`src/sv/ibds_pkg.sv`:
```
// ---------------------------------------------------------------------------
// ibds_pkg: shared types and constants for the baud divider search
// Divider table, field widths, sequencer states and divider unit structs.
// ---------------------------------------------------------------------------
package ibds_pkg;

   localparam int CLOCK_W       = 27;
   localparam int TARGET_W      = 12;
   localparam int HZ_W          = 22;
   localparam int ERR_W         = 27;
   localparam int BEST_W        = ERR_W + 1;
   localparam int MULT_W        = 2;
   localparam int CODE_W        = 6;
   localparam int DIVIDE_W      = 12;
   localparam int DEN_W         = 14;
   localparam int DIV_IDX_W     = 6;
   localparam int DIV_TABLE_LEN = 50;
   localparam int DIV_STEPS     = CLOCK_W;
   localparam int STEP_W        = 5;

   localparam logic [CLOCK_W-1:0] CLOCK_RESET = CLOCK_W'(24000000);
   localparam logic [HZ_W-1:0]    KBPS_SCALE  = HZ_W'(1000);
   localparam logic [MULT_W-1:0]  MULT_LAST   = MULT_W'(2);

   typedef struct packed {
      logic [CODE_W-1:0]   code;
      logic [DIVIDE_W-1:0] divide;
   } div_entry_type;

   localparam div_entry_type DIV_TABLE [DIV_TABLE_LEN] = '{
      '{6'h00, 12'd20},   '{6'h01, 12'd22},   '{6'h02, 12'd24},   '{6'h03, 12'd26},
      '{6'h04, 12'd28},   '{6'h05, 12'd30},   '{6'h09, 12'd32},   '{6'h06, 12'd34},
      '{6'h0a, 12'd36},   '{6'h07, 12'd40},   '{6'h0c, 12'd44},   '{6'h10, 12'd48},
      '{6'h11, 12'd56},   '{6'h12, 12'd64},   '{6'h0f, 12'd68},   '{6'h13, 12'd72},
      '{6'h14, 12'd80},   '{6'h15, 12'd88},   '{6'h19, 12'd96},   '{6'h16, 12'd104},
      '{6'h1a, 12'd112},  '{6'h17, 12'd128},  '{6'h1c, 12'd144},  '{6'h1d, 12'd160},
      '{6'h1e, 12'd192},  '{6'h22, 12'd224},  '{6'h1f, 12'd240},  '{6'h23, 12'd256},
      '{6'h24, 12'd288},  '{6'h25, 12'd320},  '{6'h26, 12'd384},  '{6'h2a, 12'd448},
      '{6'h27, 12'd480},  '{6'h2b, 12'd512},  '{6'h2c, 12'd576},  '{6'h2d, 12'd640},
      '{6'h2e, 12'd768},  '{6'h32, 12'd896},  '{6'h2f, 12'd960},  '{6'h33, 12'd1024},
      '{6'h34, 12'd1152}, '{6'h35, 12'd1280}, '{6'h36, 12'd1536}, '{6'h3a, 12'd1792},
      '{6'h37, 12'd1920}, '{6'h3b, 12'd2048}, '{6'h3c, 12'd2304}, '{6'h3d, 12'd2560},
      '{6'h3e, 12'd3072}, '{6'h3f, 12'd3840}
   };

   function automatic div_entry_type div_entry(input logic [DIV_IDX_W-1:0] idx);
      div_entry_type e;
      if (idx < DIV_IDX_W'(DIV_TABLE_LEN)) begin
         e = DIV_TABLE[idx];
      end else begin
         e = DIV_TABLE[0];
      end
      return e;
   endfunction

   typedef enum logic [2:0] {
      ST_IDLE,
      ST_START,
      ST_WAIT,
      ST_EVAL,
      ST_FINISH
   } state_type;

   typedef struct packed {
      logic               start;
      logic [CLOCK_W-1:0] dividend;
      logic [DEN_W-1:0]   divisor;
   } div_cmd_type;

   typedef struct packed {
      logic               done;
      logic [CLOCK_W-1:0] quotient;
   } div_rsp_type;

endpackage

```
`src/sv/ibds_if.sv`:
```
// ---------------------------------------------------------------------------
// ibds channel interfaces
// Valid/ready channels for the request, the response and the clock register.
// ---------------------------------------------------------------------------
interface ibds_req_if;
   import ibds_pkg::*;
   logic                valid;
   logic                ready;
   logic [TARGET_W-1:0] target_kbps;
   modport source (output valid, output target_kbps, input ready);
   modport sink   (input valid, input target_kbps, output ready);
endinterface

interface ibds_rsp_if;
   import ibds_pkg::*;
   logic              valid;
   logic              ready;
   logic [MULT_W-1:0] mult_select;
   logic [CODE_W-1:0] divider_code;
   logic [ERR_W-1:0]  abs_error_hz;
   modport source (output valid, output mult_select, output divider_code,
                   output abs_error_hz, input ready);
   modport sink   (input valid, input mult_select, input divider_code,
                   input abs_error_hz, output ready);
endinterface

interface ibds_csr_if;
   import ibds_pkg::*;
   logic               valid;
   logic               ready;
   logic [CLOCK_W-1:0] bus_clock_hz;
   modport source (output valid, output bus_clock_hz, input ready);
   modport sink   (input valid, input bus_clock_hz, output ready);
endinterface

```
`src/sv/ibds_div.sv`:
```
// ---------------------------------------------------------------------------
// ibds_div: restoring divider, one quotient bit per cycle
// Divides the bus clock by a candidate denominator.
// ---------------------------------------------------------------------------
module ibds_div (
   input  logic                  clock,
   input  logic                  reset,
   input  ibds_pkg::div_cmd_type cmd,
   output ibds_pkg::div_rsp_type rsp
);
   import ibds_pkg::*;

   logic                busy_ff, busy_in;
   logic                done_ff, done_in;
   logic [STEP_W-1:0]   count_ff, count_in;
   logic [DEN_W-1:0]    rem_ff, rem_in;
   logic [DEN_W-1:0]    dsr_ff, dsr_in;
   logic [CLOCK_W-1:0]  quo_ff, quo_in;

   logic [DEN_W:0]      partial;
   logic [DEN_W:0]      diff;
   logic                fits;

   // dividend shifts out of the top of quo_ff while quotient bits enter below
   assign partial = {rem_ff, quo_ff[CLOCK_W-1]};
   assign diff    = partial - {1'b0, dsr_ff};
   assign fits    = partial >= {1'b0, dsr_ff};

   always_comb begin
      busy_in  = busy_ff;
      done_in  = 1'b0;
      count_in = count_ff;
      rem_in   = rem_ff;
      dsr_in   = dsr_ff;
      quo_in   = quo_ff;
      if (cmd.start) begin
         busy_in  = 1'b1;
         count_in = STEP_W'(DIV_STEPS - 1);
         rem_in   = '0;
         dsr_in   = cmd.divisor;
         quo_in   = cmd.dividend;
      end else if (busy_ff) begin
         rem_in = fits ? diff[DEN_W-1:0] : partial[DEN_W-1:0];
         quo_in = {quo_ff[CLOCK_W-2:0], fits};
         if (count_ff == '0) begin
            busy_in = 1'b0;
            done_in = 1'b1;
         end else begin
            count_in = count_ff - 1'b1;
         end
      end
   end

   always_ff @(posedge clock) begin
      if (reset) begin
         busy_ff <= 1'b0;
         done_ff <= 1'b0;
      end else begin
         busy_ff <= busy_in;
         done_ff <= done_in;
      end
      count_ff <= count_in;
      rem_ff   <= rem_in;
      dsr_ff   <= dsr_in;
      quo_ff   <= quo_in;
   end

   assign rsp.done     = done_ff;
   assign rsp.quotient = quo_ff;

endmodule

```
`src/sv/i2c_baud_divider_search.sv`:
```
// Each candidate runs start, the divider steps, the done flag and the compare;
// up to 3 * TABLE_ENTRIES candidates plus a finish state lie between accept
// and response, fewer on an exact match. One request at a time; the next is
// taken after the result moves to the response register, which waits while a
// response is still pending. The response register frees the search for the next request.
// Synchronous active-high reset: idle, no response pending, clock 24 MHz.
// ---------------------------------------------------------------------------
// i2c_baud_divider_search: best clock divider table search
// Sweeps multiplier and divider table, keeps the lowest rate error.
// ---------------------------------------------------------------------------
module i2c_baud_divider_search #(
   parameter int TABLE_ENTRIES = 50
) (
   input  logic        clock,
   input  logic        reset,
   ibds_req_if.sink    req,
   ibds_rsp_if.source  rsp,
   ibds_csr_if.sink    csr
);
   import ibds_pkg::*;

   localparam int ENTRY_COUNT = (TABLE_ENTRIES > DIV_TABLE_LEN) ? DIV_TABLE_LEN
                                                                 : TABLE_ENTRIES;
   localparam int IDX_W = (ENTRY_COUNT > 1) ? $clog2(ENTRY_COUNT) : 1;
   localparam logic [IDX_W-1:0] IDX_LAST = IDX_W'(ENTRY_COUNT - 1);

   state_type state_ff, state_in;

   logic [CLOCK_W-1:0] bus_clock_ff;
   logic [HZ_W-1:0]    hz_ff;
   logic [IDX_W-1:0]   idx_ff;
   logic [MULT_W-1:0]  mult_ff;
   logic [BEST_W-1:0]  best_ff;
   logic [MULT_W-1:0]  best_mult_ff;
   logic [CODE_W-1:0]  best_code_ff;

   logic               rsp_valid_ff;
   logic [MULT_W-1:0]  rsp_mult_ff;
   logic [CODE_W-1:0]  rsp_code_ff;
   logic [ERR_W-1:0]   rsp_err_ff;

   div_entry_type      entry;
   div_cmd_type        div_cmd;
   div_rsp_type        div_rsp;

   logic [ERR_W-1:0]   hz_ext;
   logic [ERR_W-1:0]   err;
   logic               better;
   logic               finish;
   logic               out_free;
   logic               load_job;
   logic               div_start;
   logic               eval_en;
   logic               load_rsp;

   ibds_div u_div (
      .clock (clock),
      .reset (reset),
      .cmd   (div_cmd),
      .rsp   (div_rsp)
   );

   assign entry    = div_entry(DIV_IDX_W'(idx_ff));
   assign hz_ext   = ERR_W'(hz_ff);
   assign err      = (hz_ext > div_rsp.quotient) ? (hz_ext - div_rsp.quotient)
                                                 : (div_rsp.quotient - hz_ext);
   assign better   = {1'b0, err} < best_ff;
   assign finish   = (better && (err == '0)) || ((idx_ff == IDX_LAST) && (mult_ff == MULT_LAST));
   assign out_free = !rsp_valid_ff || rsp.ready;

   assign div_cmd.start    = div_start;
   assign div_cmd.dividend = bus_clock_ff;
   assign div_cmd.divisor  = DEN_W'(entry.divide) << mult_ff;

   // next state
   always_comb begin
      state_in = state_ff;
      unique case (state_ff)
         ST_IDLE:   if (req.valid) state_in = ST_START;
         ST_START:  state_in = ST_WAIT;
         ST_WAIT:   if (div_rsp.done) state_in = ST_EVAL;
         ST_EVAL:   state_in = finish ? ST_FINISH : ST_START;
         ST_FINISH: if (out_free) state_in = ST_IDLE;
         default:   state_in = ST_IDLE;
      endcase
   end

   // state outputs
   always_comb begin
      req.ready = 1'b0;
      div_start = 1'b0;
      eval_en   = 1'b0;
      load_rsp  = 1'b0;
      unique case (state_ff)
         ST_IDLE:   req.ready = !reset;
         ST_START:  div_start = 1'b1;
         ST_WAIT:   ;
         ST_EVAL:   eval_en   = 1'b1;
         ST_FINISH: load_rsp  = out_free;
         default:   ;
      endcase
   end

   assign load_job = req.valid && req.ready;

   always_ff @(posedge clock) begin
      if (reset) begin
         state_ff     <= ST_IDLE;
         bus_clock_ff <= CLOCK_RESET;
         rsp_valid_ff <= 1'b0;
      end else begin
         state_ff <= state_in;
         if (csr.valid && csr.ready) begin
            bus_clock_ff <= csr.bus_clock_hz;
         end
         if (load_rsp) begin
            rsp_valid_ff <= 1'b1;
         end else if (rsp.ready) begin
            rsp_valid_ff <= 1'b0;
         end
      end
   end

   always_ff @(posedge clock) begin
      if (load_job) begin
         hz_ff   <= HZ_W'({10'd0, req.target_kbps} * KBPS_SCALE);
         idx_ff  <= '0;
         mult_ff <= '0;
         best_ff <= '1;
      end else if (eval_en) begin
         if (better) begin
            best_ff      <= {1'b0, err};
            best_mult_ff <= mult_ff;
            best_code_ff <= entry.code;
         end
         if (idx_ff == IDX_LAST) begin
            idx_ff  <= '0;
            mult_ff <= mult_ff + 1'b1;
         end else begin
            idx_ff <= idx_ff + 1'b1;
         end
      end
      if (load_rsp) begin
         rsp_mult_ff <= best_mult_ff;
         rsp_code_ff <= best_code_ff;
         rsp_err_ff  <= best_ff[ERR_W-1:0];
      end
   end

   // clock register only changes between searches
   assign csr.ready        = !reset && (state_ff == ST_IDLE);
   assign rsp.valid        = rsp_valid_ff;
   assign rsp.mult_select  = rsp_mult_ff;
   assign rsp.divider_code = rsp_code_ff;
   assign rsp.abs_error_hz = rsp_err_ff;

   a_accept_starts: assert property (@(posedge clock) disable iff (reset)
      (req.valid && req.ready) |=> (state_ff == ST_START))
      else $error("accepted request did not start the divider");

   a_div_done_in_wait: assert property (@(posedge clock) disable iff (reset)
      div_rsp.done |-> (state_ff == ST_WAIT))
      else $error("divider finished outside the wait state");

   a_best_found: assert property (@(posedge clock) disable iff (reset)
      (state_ff == ST_FINISH) |-> (best_ff[ERR_W] == 1'b0))
      else $error("search finished without a candidate");

   a_mult_range: assert property (@(posedge clock) disable iff (reset)
      $rose(rsp_valid_ff) |-> (rsp_mult_ff != 2'd3))
      else $error("multiplier select out of range");

endmodule

```
`src/flat_wrapper.sv`:
```
// flat-port wrapper written by rule: the top's interface ports become plain ports
module i2c_baud_divider_search_flat import ibds_pkg::*;
#(
   parameter int TABLE_ENTRIES = 50
)
  (clock, reset, req_valid, req_target_kbps, req_ready, rsp_valid, rsp_mult_select, rsp_divider_code, rsp_abs_error_hz, rsp_ready, csr_valid, csr_bus_clock_hz, csr_ready);
  ibds_req_if req_i ();
  ibds_rsp_if rsp_i ();
  ibds_csr_if csr_i ();
  input  logic clock;
  input  logic reset;
  input wire logic [$bits(req_i.valid)-1:0] req_valid;
  input wire logic [$bits(req_i.target_kbps)-1:0] req_target_kbps;
  output wire logic [$bits(req_i.ready)-1:0] req_ready;
  output wire logic [$bits(rsp_i.valid)-1:0] rsp_valid;
  output wire logic [$bits(rsp_i.mult_select)-1:0] rsp_mult_select;
  output wire logic [$bits(rsp_i.divider_code)-1:0] rsp_divider_code;
  output wire logic [$bits(rsp_i.abs_error_hz)-1:0] rsp_abs_error_hz;
  input wire logic [$bits(rsp_i.ready)-1:0] rsp_ready;
  input wire logic [$bits(csr_i.valid)-1:0] csr_valid;
  input wire logic [$bits(csr_i.bus_clock_hz)-1:0] csr_bus_clock_hz;
  output wire logic [$bits(csr_i.ready)-1:0] csr_ready;
  assign req_i.valid = req_valid;
  assign req_i.target_kbps = req_target_kbps;
  assign req_ready = req_i.ready;
  assign rsp_valid = rsp_i.valid;
  assign rsp_mult_select = rsp_i.mult_select;
  assign rsp_divider_code = rsp_i.divider_code;
  assign rsp_abs_error_hz = rsp_i.abs_error_hz;
  assign rsp_i.ready = rsp_ready;
  assign csr_i.valid = csr_valid;
  assign csr_i.bus_clock_hz = csr_bus_clock_hz;
  assign csr_ready = csr_i.ready;
  i2c_baud_divider_search #(.TABLE_ENTRIES(TABLE_ENTRIES)) u_core (.clock(clock), .reset(reset), .req(req_i), .rsp(rsp_i), .csr(csr_i));
endmodule
```
`config.mk`:
```
export PLATFORM = sky130hd
export DESIGN_NAME = i2c_baud_divider_search_flat
export DESIGN_NICKNAME = d
export VERILOG_FILES = /design/src/sv/ibds_pkg.sv /design/src/sv/ibds_if.sv /design/src/sv/ibds_div.sv /design/src/sv/i2c_baud_divider_search.sv /design/src/flat_wrapper.sv
export SDC_FILE = /design/constraint.sdc
export NUM_CORES = 1
export LEC_CHECK = 0
export BUFFER_PORTS_ARGS = -buffer_cell sky130_fd_sc_hd__buf_2
export CORE_ASPECT_RATIO = 1.5
export CORE_MARGIN = 8
export CORE_UTILIZATION = 25
export DETAILED_ROUTE_END_ITERATION = 10
export GPL_ROUTABILITY_DRIVEN = 0
export GPL_TIMING_DRIVEN = 0
export HOLD_SLACK_MARGIN = 0.03
export SLEW_MARGIN = 20
export SYNTH_ARGS = -nofsm -noshare
export SYNTH_HDL_FRONTEND = slang
export SYNTH_SLANG_ARGS = --single-unit
```
`constraint.sdc`:
```
create_clock -name clock -period 6 [get_ports clock]
set_input_delay 0.3 -clock clock [delete_from_list [all_inputs] [get_ports clock]]
set_output_delay 0.3 -clock clock [all_outputs]
set_load 0.01 [all_outputs]
```
==> results.yml, run 1 <==
sta:
  setup_violations: 0
  setup_ws_ns: 0.466
  skew_ns: 0.0138
  worst_pin_slew_ns: 1.03
  min_period_ns: 5.53
  fmax_ghz: 0.181
  drv_slew: 0
  hold_violations: 0
  timing.slew.headroom_pct: 31.2
  fin_crit_sh_pct: 92.2
routing:
  drc: 0
  viasPerCell: 4.80
  routed-via-count: 11074
  wirelength_um: 37500
  dr.pass1.iters: 5
  drtIter0Drc: 552
  wl_per_cell_um: 16.3
  ant_nets: 0
job:
  maxCapViolCount: 0
global_route:
  grt_pass1_wl_um: 59400
  antenna_found_initial: 2
  grt_usage_pct: 12.0
  grt_max_degree: 30
  gr-total-overflow: 0
  grt_pass1_vias: 11323
synthesis:
  yosys_warnings: 0
  yosysSeqAreaShare_pct: 35.3
  synthCells: 1494
  synthXorXnorAreaFrac_pct: 3.52
  avgSynthCellArea_um2: 9.14
  synth_edf_count: 102
  ys_types: 89
  async_reset_ff_share_pct: 0
  ys_seq_elements: 190
  yosysTopAreaCell: "edfxtp_1"
  synthesis.area_um2: 13600
  yosys.area_share.adder_pct: 18.6
  synthMuxAreaShare_pct: 2.60
  synth-simple-area-share_pct: 15.5
  synth.net_count: 1718
  synth_top_family_by_area: "adder cells"
  synth_top_area_share_pct: 22.4
  yosys-top-cells-area: "edfxtp_1, ha_1, dfxtp_1"
  synth_compound_area_share_pct: 17.8
  ys.flop_type: "edfxtp_1"
worst_setup_path:
  worstSetupStartpointType: "flip-flop"
  crit_fanout: 10
  r2r-start: "u_core.u_div.quo_ff[3]"
  crit_type: "reg2reg"
  r2r_cells: 21
  crit_chain: "inv_1, ha_1, inv_1, fa_1, a211oi_1, o21ai_0, a31o_2, a41o_1, a31o_2, a2111oi_2, xor2_1, ha_1, inv_1, or4_1, o22ai_1, nand2b_1, clkbuf_1, clkinvlp_4, clkbuf_2, nand2_1, o211ai_1"
  critPathMaxStageDelay_ns: 0.50
  reg2reg_slack_ns: 0.47
  endpoint_kind: "flip-flop"
  critPathTopFamily: "compound AO/OA/AOI/OAI gates"
  critPathBufInv: 6
  required_ns: 6.32
  critPathMostFrequentCell: "inv_1"
  worst_ep_arrival_time_ns: 5.85
  worst_path_max_delay_cell: "or4_1"
  rr_endpoint: "u_core.best_ff[19]"
floorplan:
  die_h_um: 302
  die_w_um: 207
  die_area_um2: 62500
  io_pins: 82
  start_util_pct: 25.1
  coreArea_um2: 54400
  rows: 105
min_path:
  hold_end: "u_core.bus_clock_ff[5]"
  whs_path_depth: 3
  hold_class: "in2reg"
  worstHoldStart: "csr_bus_clock_hz[5]"
layout:
  finalNetCount: 1820
  syn2layout_area_growth_pct: 14.6
  drive_gt1_share_pct: 12.2
  layout_commonest_cell: "nand2_1"
  layout_common_cells: "nand2_1, inv_1, ha_1"
  finalNonFillerCells: 2306
  n_fill_cell: 5788
  fin_area_um2: 15600
placed_design:
  hpwlAfterDp_um: 30400
  placed_cell_area_um2: 14900
  dp_cells: 2271
  io_buffers: 81
  pre_cts_ws_ns: -0.353
power:
  p_leak_nw: 6.73
  p_total_mw: 5.99
  power.density_nw_per_um2: 383
  ir_worst_vdd_uv: 224
clock_tree:
  cts_sinks: 190
  clk-insertion-delay-late_ns: 0.46
  clkTransAtPathRegs_ns: 0.08
  cts_tree: "built"
  clockBufferDepth: 2
  h-tree-depth: 4
  cts_buffers: 17
  cts_root_buf: "clkbuf_16"
run_status:
  status: "complete, no violations"
## registers in the layout, indices dropped and copies added, names as in the netlist, 2 cells and up
| register | cells |
|---|---|
| u_core.u_div.dsr_ff | 13 |
| u_core.u_div.count_ff | 5 |
| u_core.best_ff | 28 |
| u_core.rsp.divider_code | 6 |
| u_core.best_mult_ff | 2 |
| u_core.bus_clock_ff | 27 |
| u_core.state_ff | 3 |
| u_core.idx_ff | 6 |
| u_core.rsp.abs_error_hz | 27 |
| u_core.rsp.mult_select | 2 |
| u_core.u_div.rem_ff | 14 |
| u_core.mult_ff | 2 |
| u_core.best_code_ff | 6 |
| u_core.u_div.quo_ff | 27 |
| u_core.hz_ff | 19 |
## area by class of cell
type                       instances  area, um2  share of cell area (%)
multi-input combinational       1081       7970                    50.9
clock buffer                      19        464                    2.97
clock inverter                    13        163                    1.04
tap                              695        870                    5.56
antenna                            2       5.00                  0.0320
buffer                            76        354                    2.26
inverter                         146        552                    3.53
timing repair buffer              84        443                    2.83
sequential                       190       4820                    30.8
## synth_stat cells, types with 5 or more instances
cell / n
a211o_1: 5
a211oi_1: 18
a21boi_0: 5
a21o_1: 26
a21oi_1: 97
a31o_2: 6
a31oi_1: 17
and2_1: 14
buf_1: 8
buf_2: 15
buf_4: 6
clkbuf_1: 45
dfxtp_1: 88
edfxtp_1: 102
fa_1: 39
ha_1: 141
inv_1: 142
mux2_2: 6
mux2i_1: 22
nand2_1: 184
nand2b_1: 11
nand3_1: 16
nand3b_1: 21
nand4_1: 13
nor2_1: 109
nor2b_1: 6
nor3_1: 18
nor4_1: 10
o211ai_1: 30
o21a_1: 9
o21ai_0: 101
o21bai_1: 6
o22ai_1: 5
o31ai_1: 5
or3_1: 5
xnor2_1: 34
xor2_1: 19
## worst reg2reg max path, stage by stage, from the launching register on
cell and delay [ns]:
edfxtp_1 0.37, inv_1 0.17, ha_1 0.20, inv_1 0.05, fa_1 0.42, a211oi_1 0.36, o21ai_0 0.18, a31o_2 0.30
a41o_1 0.30, a31o_2 0.25, a2111oi_2 0.38, xor2_1 0.36, ha_1 0.20, inv_1 0.04, or4_1 0.50, o22ai_1 0.20
nand2b_1 0.13, clkbuf_1 0.23, clkinvlp_4 0.27, clkbuf_2 0.27, nand2_1 0.12, o211ai_1 0.09
## how the worst max path moves through the flow
stage | startpoint | to | slack, ns | cells past startpoint
final | u_core.u_div.quo_ff[3] | u_core.best_ff[19] | 0.47 | 21
after global routing | u_core.u_div.quo_ff[4] | u_core.best_ff[16] | -0.009 | 23
after CTS | u_core.u_div.quo_ff[10] | u_core.best_mult_ff[1] | 0.06 | 22
after detailed placement | u_core.u_div.quo_ff[13] | u_core.best_code_ff[2] | -0.35 | 23
after global placement | u_core.u_div.quo_ff[10] | u_core.best_code_ff[1] | -0.26 | 22
after floorplan | u_core.u_div.quo_ff[15] | u_core.best_code_ff[0] | 1.03 | 21
## cell families (layout without fill, tap and decap cells)
logic type                 after synthesis  in the layout
adders and majority gates              180            180
and+or+nand+nor                        443            443
xor gates and xnor gates                54             54
muxes                                   31             31
buffers and inverters                  223            338
AOI/OAI and AO/OA                      373            373
DFF                                    190            190
other                                    0              2
## repair_timing
action / CTS / global route
buffers inserted: 0 / 1
hold buffers: 1 / 0
hold endpoints to repair: 1 / 0
endpoints found under the setup margin: 17 / 37
gates resized for setup: 5 / 11
## layer usage
layer / track usage, % / part of all wire, % / up-vias
li1: - / - / 5465
met1: 13.1 / 40 / 5238
met2: 21.9 / 52 / 288
met3: 1.81 / 3.7 / 83
met4: 6.68 / 4.5 / 0
met5: 0 / 0 / -
## metrics by stage
step	hold slack, ns	setup TNS, ns	utilization, %
after floorplan	0.399	0	-
after global placement	0.403	-3.53	27.4
after detailed placement	0.407	-5.13	27.5
after CTS	0.0404	0	28.7
after global routing	0.0535	-0.00979	28.8
final	0.0506	0	28.8
## power breakdown
group	switching [mW]	leakage, nW	internal (mW)	total [mW]
clock network	0.572	0.307	0.635	1.21
registers	0.144	1.64	1.65	1.80
logic	1.77	4.78	1.21	2.98
Power figures use the tool's default switching activity.
==> inputs of run 2 (changes only) <==
--- a/config.mk
+++ b/config.mk
@@ -13,6 +13,7 @@
 export GPL_ROUTABILITY_DRIVEN = 0
 export GPL_TIMING_DRIVEN = 0
 export HOLD_SLACK_MARGIN = 0.03
+export PLACE_DENSITY = 0.38
 export SLEW_MARGIN = 20
 export SYNTH_ARGS = -nofsm -noshare
 export SYNTH_HDL_FRONTEND = slang
==> results.yml, run 2 (synthesis gave the netlist of run 1 again) <==
floorplan:
  coreArea_um2: 54400
  die_w_um: 207
  io_pins: 82
  die_area_um2: 62500
  start_util_pct: 25.1
  die_h_um: 302
  rows: 105
job:
  maxCapViolCount: 0
clock_tree:
  cts_tree: "built"
  clk-insertion-delay-late_ns: 0.46
  clockBufferDepth: 2
  h-tree-depth: 4
  cts_root_buf: "clkbuf_16"
  cts_buffers: 17
  clkTransAtPathRegs_ns: 0.08
  cts_sinks: 190
routing:
  routed-via-count: 10900
  wl_per_cell_um: 17.8
  wirelength_um: 41200
  viasPerCell: 4.70
  dr.pass1.iters: 5
  ant_nets: 0
  drc: 0
  drtIter0Drc: 552
placed_design:
  pre_cts_ws_ns: -0.203
  dp_cells: 2272
  hpwlAfterDp_um: 32900
  io_buffers: 81
  placed_cell_area_um2: 15000
sta:
  fin_crit_sh_pct: 92.1
  setup_violations: 0
  setup-tns-final_ns: 0
  timing.slew.headroom_pct: 32.1
  min_period_ns: 5.53
  rsz0062_at_grt: "false"
  fmax_ghz: 0.181
  drv_slew: 0
  hold_violations: 0
  worst_pin_slew_ns: 1.01
  skew_ns: 0.0132
  setup_ws_ns: 0.474
global_route:
  gr-total-overflow: 0
  grt_pass1_vias: 11173
  grt_pass1_wl_um: 64500
  antenna_found_initial: 1
  grt_usage_pct: 13.4
  grt_max_degree: 28
power:
  ir_worst_vdd_uv: 153
  p_int_mw: 3.44
  share_comb_of_total_power_pct: 50.8
  power.density_nw_per_um2: 380
  p_sw_mw: 2.54
  power.share.switching_pct: 42.5
  seqPwrFrac_pct: 30.0
  p_leak_nw: 6.76
  pwr-share-clk_pct: 19.2
layout:
  regArea_um2: 4820
  fin_area_um2: 15700
  finalNonFillerCells: 2318
  finish.utilization_pct: 28.9
  layout_commonest_cell: "nand2_1"
  layout_common_cells: "nand2_1, inv_1, ha_1"
  multi_input_area_um2: 7980
  syn2layout_area_growth_pct: 15.3
  largest_register_ff_count: 28
  drive_gt1_share_pct: 12.3
  n_fill_cell: 5920
  finalNetCount: 1833
  top_register: "u_core.best_ff"
worst_setup_path:
  endpoint_kind: "flip-flop"
  critPathMostFrequentCell: "ha_1"
  worst_path_max_delay_cell: "edfxtp_1"
  crit_chain: "inv_1, ha_1, nand3b_2, or3_4, o211ai_1, a21o_1, buf_2, a311oi_1, a31oi_1, xor2_2, ha_1, a2111oi_0, o21ai_0, a31o_2, a221oi_1, o22ai_1, nand2b_1, clkbuf_1, clkinvlp_4, buf_6"
  crit_fanout: 17
  critPathMaxStageDelay_ns: 0.44
  worstSetupStartpointType: "flip-flop"
  worst_ep_arrival_time_ns: 5.68
  required_ns: 6.16
  crit_type: "reg2reg"
min_path:
  hold_class: "in2reg"
run_status:
  status: "complete, no violations"
run 2: cell count changes in the layout (fill, tap and decap cells not counted), moves of 2 or more:
| cell | delta |
|---|---|
| clkinv_4 | +2 |
| clkbuf_2 | -2 |
| dlygate4sd3_1 | +9 |
| buf_12 | +2 |
| buf_2 | +2 |
| a21oi_1 | -2 |
| buf_4 | +2 |
| clkinv_8 | -2 |
run 2: worst max-delay path, delay by kind of cell, from the launching register on:
kind	cells	cell delay, ns
AND/OR/NAND/NOR	3	0.74
buffers and inverters	5	0.90
adder cells (fa/ha/maj)	2	0.72
flip-flops	1	0.44
AO/OA/AOI/OAI	9	2.08
XOR/XNOR	1	0.31
run 2: stage by stage:
stage,hold slack [ns],power (mW)
after floorplan,0.399,4.05
after global placement,0.401,4.83
after detailed placement,0.406,4.85
after CTS,0.0347,6.05
after global routing,0.0558,6.51
final,0.0569,5.98
run 2: metal layers:
metal / GRT usage [%] / part of all wire [%] / vias to the layer above
met4: 4.71 / 2.2 / 0
met1: 15.8 / 43 / 5201
met5: 0 / 0 / -
met3: 1.64 / 2.7 / 43
met2: 24.5 / 52 / 186
li1: - / - / 5470
run 2: path summary, 6_finish.rpt:
| kind | start | end | slack (ns) | cells after the start |
|---|---|---|---|---|
| worst max-delay path | u_core.u_div.quo_ff[4] | u_core.best_code_ff[5] | 0.47 | 20 |
| worst min-delay path | csr_bus_clock_hz[23] | u_core.bus_clock_ff[23] | 0.06 | 3 |
| worst max register to register | u_core.u_div.quo_ff[4] | u_core.best_code_ff[5] | 0.47 | 20 |
| worst min register to register | u_core.best_code_ff[0] | u_core.rsp.divider_code[0] | 0.42 | 0 |
run 2: final cells by class:
cell class	count	area share, %
Clock inverter	13	0.755
Inverter	146	3.51
Clock buffer	19	2.82
Sequential cell	190	30.7
Antenna cell	1	0.0159
Multi-Input combinational cell	1081	50.7
Timing Repair Buffer	97	3.74
Tap cell	695	5.53
Buffer	76	2.25
run 2: what timing repair did:
action                                 CTS  global route
setup endpoints to repair               27            37
setup buffers                            0             4
endpoints found under the hold margin   10             0
hold buffers                            10             0
resized for setup                        4            12
cloned                                   0             0
pin swaps                                0             1
run 2: power groups by stage:
stage	clock network, mW	registers [mW]	logic, mW
2_1_floorplan	0	1.77	2.27
3_3_place_gp	0	1.83	3.01
3_5_place_dp	0	1.83	3.02
4_1_cts	1.20	1.80	3.05
5_1_grt	1.24	1.83	3.45
6_report	1.15	1.79	3.04
